**src/hw/rtl/rgb_pkg.sv**
```systemverilog
`timescale 1ns / 1ps
// ----------------------------------------------------------------------------
// rgb_pkg: shared types and constants
// Record grouping block: ASCII codes, status codes, hash constants, field widths.
// ----------------------------------------------------------------------------
package rgb_pkg;

  localparam int TEMP_W  = 11;
  localparam int COUNT_W = 32;
  localparam int SUM_W   = 64;

  localparam logic [7:0] CH_NL    = 8'h0a;
  localparam logic [7:0] CH_SEMI  = 8'h3b;
  localparam logic [7:0] CH_MINUS = 8'h2d;
  localparam logic [7:0] CH_ZERO  = 8'h30;
  localparam logic [7:0] CH_NINE  = 8'h39;

  localparam logic [1:0] ST_OK   = 2'd0;
  localparam logic [1:0] ST_FULL = 2'd1;
  localparam logic [1:0] ST_LONG = 2'd2;

  localparam logic [63:0] FNV_BASIS   = 64'hcbf29ce484222325;
  localparam logic [63:0] FNV_LOW_MUL = 64'd435;
  localparam int          FNV_SHIFT   = 40;

  localparam logic [9:0] TEMP_SAT = 10'd999;

  // Record summary handed from the parser to the lookup engine.
  typedef struct packed {
    logic                     fire;
    logic                     too_long;
    logic signed [TEMP_W-1:0] temp;
  } rec_t;

endpackage

```
**src/hw/rtl/rgb_parser.sv**
```systemverilog
`timescale 1ns / 1ps
// ----------------------------------------------------------------------------
// rgb_parser: record byte parser
// Buffers name bytes, folds them into the FNV-1a hash and builds the temperature.
// ----------------------------------------------------------------------------
module rgb_parser #(
  parameter int MAX_NAME_BYTES = 32,
  parameter int HASH_BITS      = 64
) (
  input  logic                                        clk,
  input  logic                                        rst,
  input  logic                                        accept,
  input  logic [7:0]                                  in_byte,
  output rgb_pkg::rec_t                               rec,
  output logic [HASH_BITS-1:0]                        rec_hash,
  output logic [$clog2(MAX_NAME_BYTES+2)-1:0]         rec_len,
  output logic [7:0]                                  name_buf [MAX_NAME_BYTES]
);

  localparam int LW = $clog2(MAX_NAME_BYTES + 2);
  localparam int BW = $clog2(MAX_NAME_BYTES);
  localparam logic [1:0] PH_NAME = 2'd0;
  localparam logic [1:0] PH_TEMP = 2'd1;
  localparam logic [1:0] PH_LONG = 2'd3;

  logic [1:0]           phase;
  logic [LW-1:0]        len;
  logic [HASH_BITS-1:0] hash;
  logic [9:0]           accum;
  logic                 neg;
  logic [63:0]          mix;
  logic [63:0]          prod;
  logic [13:0]          acc_wide;
  logic signed [rgb_pkg::TEMP_W-1:0] temp_val;

  // Multiply by the FNV prime as a 40-bit shift plus a small constant product.
  assign mix      = 64'(hash) ^ {56'd0, in_byte};
  assign prod     = (mix << rgb_pkg::FNV_SHIFT) + mix * rgb_pkg::FNV_LOW_MUL;
  assign acc_wide = {4'd0, accum} * 14'd10 + {10'd0, in_byte[3:0]};
  assign temp_val = neg ? -$signed({1'b0, accum}) : $signed({1'b0, accum});

  always_ff @(posedge clk) begin
    if (rst) begin
      phase    <= PH_NAME;
      len      <= '0;
      hash     <= rgb_pkg::FNV_BASIS[HASH_BITS-1:0];
      accum    <= '0;
      neg      <= 1'b0;
      rec.fire <= 1'b0;
    end else begin
      rec.fire <= 1'b0;
      if (accept) begin
        if (phase == PH_NAME) begin
          if (in_byte == rgb_pkg::CH_NL) begin
            len  <= '0;
            hash <= rgb_pkg::FNV_BASIS[HASH_BITS-1:0];
          end else if (in_byte == rgb_pkg::CH_SEMI) begin
            phase <= (len > LW'(MAX_NAME_BYTES)) ? PH_LONG : PH_TEMP;
          end else begin
            hash <= prod[HASH_BITS-1:0];
            if (len <= LW'(MAX_NAME_BYTES)) len <= len + 1'b1;
          end
        end else if (in_byte == rgb_pkg::CH_NL) begin
          rec.fire     <= 1'b1;
          rec.too_long <= (phase == PH_LONG);
          rec.temp     <= temp_val;
          rec_hash     <= hash;
          rec_len      <= len;
          phase        <= PH_NAME;
          len          <= '0;
          hash         <= rgb_pkg::FNV_BASIS[HASH_BITS-1:0];
          accum        <= '0;
          neg          <= 1'b0;
        end else if (in_byte == rgb_pkg::CH_MINUS) begin
          neg <= 1'b1;
        end else if (in_byte >= rgb_pkg::CH_ZERO && in_byte <= rgb_pkg::CH_NINE) begin
          accum <= (acc_wide > 14'(rgb_pkg::TEMP_SAT)) ? rgb_pkg::TEMP_SAT : acc_wide[9:0];
        end
      end
    end
  end

  always_ff @(posedge clk) begin
    if (accept && phase == PH_NAME && in_byte != rgb_pkg::CH_NL &&
        in_byte != rgb_pkg::CH_SEMI && len < LW'(MAX_NAME_BYTES)) begin
      name_buf[len[BW-1:0]] <= in_byte;
    end
  end

endmodule

```
**config.mk**
```make
export PLATFORM = sky130hd
export DESIGN_NAME = rgb_parser
export DESIGN_NICKNAME = d
export VERILOG_FILES = /design/src/hw/rtl/rgb_pkg.sv /design/src/hw/rtl/rgb_parser.sv
export SDC_FILE = /design/constraint.sdc
export NUM_CORES = 1
export LEC_CHECK = 0
export ABC_AREA = 1
export CORE_UTILIZATION = 40
export CTS_CLUSTER_SIZE = 24
export DETAILED_ROUTE_END_ITERATION = 10
export DONT_BUFFER_PORTS = 1
export SYNTH_ARGS = -nofsm -noshare
export SYNTH_HDL_FRONTEND = slang
export SYNTH_SLANG_ARGS = --single-unit
```
**constraint.sdc**
```tcl
create_clock -name clk -period 7.5 [get_ports clk]
set_input_delay 0.75 -clock clk [delete_from_list [all_inputs] [get_ports clk]]
set_output_delay 0.75 -clock clk [all_outputs]
set_load 0.005 [all_outputs]
```
# == Word level (Yosys, flattened, before mapping) ==
# Cells that the tools add are included.
# op_classes
addsub,4
n_eq_ne,9
shift,0
n_lt_le_gt_ge,8
reduce_logical,19
mux,25
bitwise_logic,5
multipliers,2
n_div,0
# op_table
cell,n
$bwmux W256,1
$mux W64,4
$add A64 B64 Y64,1
$mul A64 B9 Y64 const B,1
$xor A64 B8 Y64,1
$demux W8 S5,1
$mux W10,4
$mux W6,5
$eq A8 B6 Y1 const B,2
$reduce_and A4 Y1,4
$add A14 B4 Y14,1
$gt A14 B10 Y1 const B,1
$mul A10 B3 Y13 const B,1
$mux W13,1
$mux W11,1
$neg A10 Y11,1
$mux W2,5
$reduce_bool A2 Y1,5
$eq A8 B4 Y1 const B,1
$ge A8 B6 Y1 const B,1
$le A8 B6 Y1 const B,1
$mux W8,1
$ne A8 B4 Y1 const B,1
$ne A8 B6 Y1 const B,1
other kinds (15),26
# totals
input_bits,11
memories,0
out_inout_bits,339
ff_bits,422
romBits,0
ramBits,0
latchBits,0

# == Depth between registers and ports, before layout ==
# logic_depth
depth_word,7
depth_mapped,26
depth_no_buf,26

# == Worst setup path before layout ==
# No wires, ideal clock.
# synth_timing
kind,input-to-reg
start,in in_byte[4]
end,"reg rec[0] in the netlist's numbering, enable pin"
t_required_ps,6977
slack_ps,2055
cell_stages,7
t_arrival_ps,4922
cell_sequence,nor2_1 -> inv_2 -> nor4_4 -> inv_2 -> nor2_1 -> inv_1 -> nor2_1
# synth_via
elab_chain_len,2
# synth_lines
element,line_no,rtl
from (decl),rgb_parser.sv:13,"input logic [7:0] in_byte,"
$eq A8 B4 Y1,rgb_parser.sv:63,end else if (in_byte == rgb_pkg::CH_NL) begin
$reduce_and A4 Y1 (no line),--,
to (decl),rgb_parser.sv:14,"output rgb_pkg::rec_t rec,"
# Every way passes these cells.
# A chain may end at the register's enable or synchronous reset.

# == Final worst setup path ==
# layout_timing
start,reg hash[2]
end,reg hash[47]
# layout_via
elab_chain_len,6
# layout_lines
element,line_no,rtl
from (decl),rgb_parser.sv:28,logic [HASH_BITS-1:0] hash;
from (signal assigned),rgb_parser.sv:46,hash <= rgb_pkg::FNV_BASIS[HASH_BITS-1:0];
from (signal assigned),rgb_parser.sv:56,hash <= rgb_pkg::FNV_BASIS[HASH_BITS-1:0];
from (signal assigned),rgb_parser.sv:60,hash <= prod[HASH_BITS-1:0];
$xor A64 B8 Y64 *,rgb_parser.sv:37,"assign mix = 64'(hash) ^ {56'd0, in_byte};"
$mul A64 B9 Y64,rgb_parser.sv:38,assign prod = (mix << rgb_pkg::FNV_SHIFT) + mix * rgb_pkg::FNV_LOW_MUL;
$add A64 B64 Y64 *,rgb_parser.sv:38,
$mux W64 *,rgb_parser.sv:57,end else if (in_byte == rgb_pkg::CH_SEMI) begin
$mux W64 *,rgb_parser.sv:54,if (in_byte == rgb_pkg::CH_NL) begin
$mux W64 *,rgb_parser.sv:53,if (phase == PH_NAME) begin
# Every way passes the cells marked *; elsewhere a longest branch is shown, timed or not. The select of a mux whose other input is x is not followed.

==> impl_metrics.toml <==
[worst_setup_path]
crit_buf_inv = 1
crit_slowest_cell = "xnor2_1"
crit_fanout = 4
cpLargestDelayFamily = "adder cells"
crit_arrival_ns = 6.33
cp.required_ns = 8.01
max_stage_delay_ns = 0.77
crit_type = "reg -> reg"
end_kind = "register"
regToRegStartpoint = "hash[2]"
worstSetupStartpoint = "hash[2]"
path_cells = "xnor2_1 -> inv_1 -> ha_1 -> xor2_1 -> ha_1 -> or2_2 -> fa_1 -> fa_1 -> ha_1 -> ha_1 -> a21oi_1 -> a21boi_1 -> o21bai_1 -> nand3_1 -> nand3_1 -> nand2_1 -> nand2_1 -> o21ai_0 -> nand2_1"
path_common_cell = "ha_1"
cp-start-kind = "register"

[cts]
clk_pin_slew_worst_paths_ns = 0.06
holdBufCountCts = 0
numCtsBuffers = 47
cts_sinks = 422
cts_resized = 0
tritoncts = "built"
htree_levels = 2
root_buffer = "clkbuf_16"
cts_buffer_depth = 3
clk_latency_ns = 0.62
post_cts_buffers = 0

[sta]
hold_viol_final = 0
setup_viol = 0
finalClockSkew_ns = 0.0344
hold_ws_ns = 0.213
fmax_mhz = 172
period_share = 0.776
maxSlewHeadroom = 0.267
min_period_ns = 5.82
worst_pin_slew_ns = 1.10
rsz0062_at_grt = "no"
fin_tns_setup_ns = 0
maxSlewViolCount = 0

[final_layout]
nNetsFinal = 3253
final_cell_area_um2 = 30200
n_antenna_cell = 0
multiInputGateArea_um2 = 13200
syn_to_final_growth_pct = 9.34
final-seq-area_um2 = 11800
drive_gt1_frac = 0.0433
nFillCells = 6497

[global_route]
antenna_found_initial = 1
gr-usage-all-layers = 0.242
grt_max_degree = 69
first_global_vias = 20200
grt_remaining_overflow = 0
grt_pass1_wl_mm = 127

[detailed_routing]
routed-wl-met3_mm = 5.26
routed.top_layer = "met4"
via_per_inst = 5.31
drt_pass1_iterations = 5
wl_per_cell_um = 22.7
wl_met2_mm = 41.8
num_vias = 19700
drtIter0Drc = 1431
wl_met1_mm = 34.3
antenna_left = 0
drc = 0
finalWirelength_mm = 84.4

[floorplan]
core_um2 = 67800
start_util = 0.407
io_pins = 350
die_area_um2 = 70000
rows = 95
dieHeight_um = 265
die_w_um = 265

[logic_synthesis]
ys_ff_latch = 422
ys_types = 49
yosysMostFrequentCell = "inv_1"
syn_avg_cell_area_um2 = 9.93
syn_area_um2 = 27600
synth_nets = 3224
synthFlopType = "edfxtp_1"
yosys_warnings = 0
async_flop_share = 0
yosysTopAreaCell = "edfxtp_1"
synth-edff-count = 338
synth-seq-area-share = 0.429
synthTopCellsByCount = "inv_1, nand2_1, edfxtp_1"
synth_area_leaders = "edfxtp_1, fa_1, ha_1, inv_1, dfxtp_1"
postSynthCellCount = 2780
synth_top_area_share = 0.368

[outcome]
outcome = "finished, final reports clean"

[hold_path]
min_path_type = "in -> reg"
hold_start = "rst"

[placement]
io_buffers = 0
dp_hpwl_mm = 66.9
gp_congestion = 0.985
dpl_cell_area_um2 = 28600

[flow_run]
max_cap_viol_count = 0
==> worst reg2reg max path, cell delays in order, from the launching register on <==
cell and delay (ns):
dfxtp_1 0.35, xnor2_1 0.77, inv_1 0.20, ha_1 0.40, xor2_1 0.18, ha_1 0.19
or2_2 0.31, fa_1 0.51, fa_1 0.50, ha_1 0.31, ha_1 0.35, a21oi_1 0.17
a21boi_1 0.37, o21bai_1 0.26, nand3_1 0.20, nand3_1 0.26, nand2_1 0.13, nand2_1 0.05
o21ai_0 0.17, nand2_1 0.06
==> metrics by stage <==
step | instances | util | setup slack, ns
global route | 3715 | 0.445 | 1.48
global placement | 3633 | 0.422 | 1.39
detailed placement | 3633 | 0.422 | 1.38
CTS | 3715 | 0.445 | 1.76
finish | 3715 | 0.445 | 1.68
floorplan | 2780 | - | 2.06
==> cells in the final DEF, fill, tap and decap left out, types with 9 or more instances in the layout <==
cell	instances
dfxtp_1	84
a21oi_1	171
fa_1	212
nor2_1	200
nor3_1	23
o22ai_1	19
clkinv_2	9
o21ai_1	9
inv_2	9
inv_1	655
ha_1	221
or2_2	17
xor2_1	57
o21ai_0	72
nand3_1	115
o21bai_1	28
xnor2_1	37
nand4_1	30
clkbuf_16	47
nand2_1	400
edfxtp_1	338
==> area by class of cell <==
type,instances,area share
inverters,665,0.0827
clock inverters,28,0.0112
multi-input cells,1669,0.436
flip-flops and latches,422,0.392
repair buffers,4,0.000995
clock buffers,54,0.0405
well taps,873,0.0362
==> registers in the layout (all words and copies together) (netlist names) <==
register and flops:
name_buf 256, hash 64, rec_hash 64, rec 13
accum 10, len 6, rec_len 6, phase 2
neg 1
==> worst paths after layout <==
path                            depth (start not counted)        to  slack [ns]
worst min-delay path                                    1  hash[48]        0.21
worst min register to register                          2  phase[1]        0.50
worst max register to register                         19  hash[47]        1.68
worst max-delay path                                   19  hash[47]        1.68
==> cell families (layout without fill, tap and decap cells) <==
kind of cell               count (synthesis)  in the layout  share of synthesized area
and+or+nand+nor                          810            810                      0.125
buffers and inverters                    689            751                     0.0947
adders and majority gates                433            433                      0.254
DFF                                      422            422                      0.429
AOI/OAI and AO/OA                        332            332                     0.0675
xor gates and xnor gates                  94             94                     0.0298
==> layer usage <==
layer,vias to the layer above,GRT usage
met1,9885,0.300
li1,8967,-
met5,-,0
met4,0,0.0851
met3,134,0.0399
met2,752,0.425
Power is left out: the tool's default activity adds up to more than one toggle a clock period on the data nets, which glitch-free logic cannot reach.
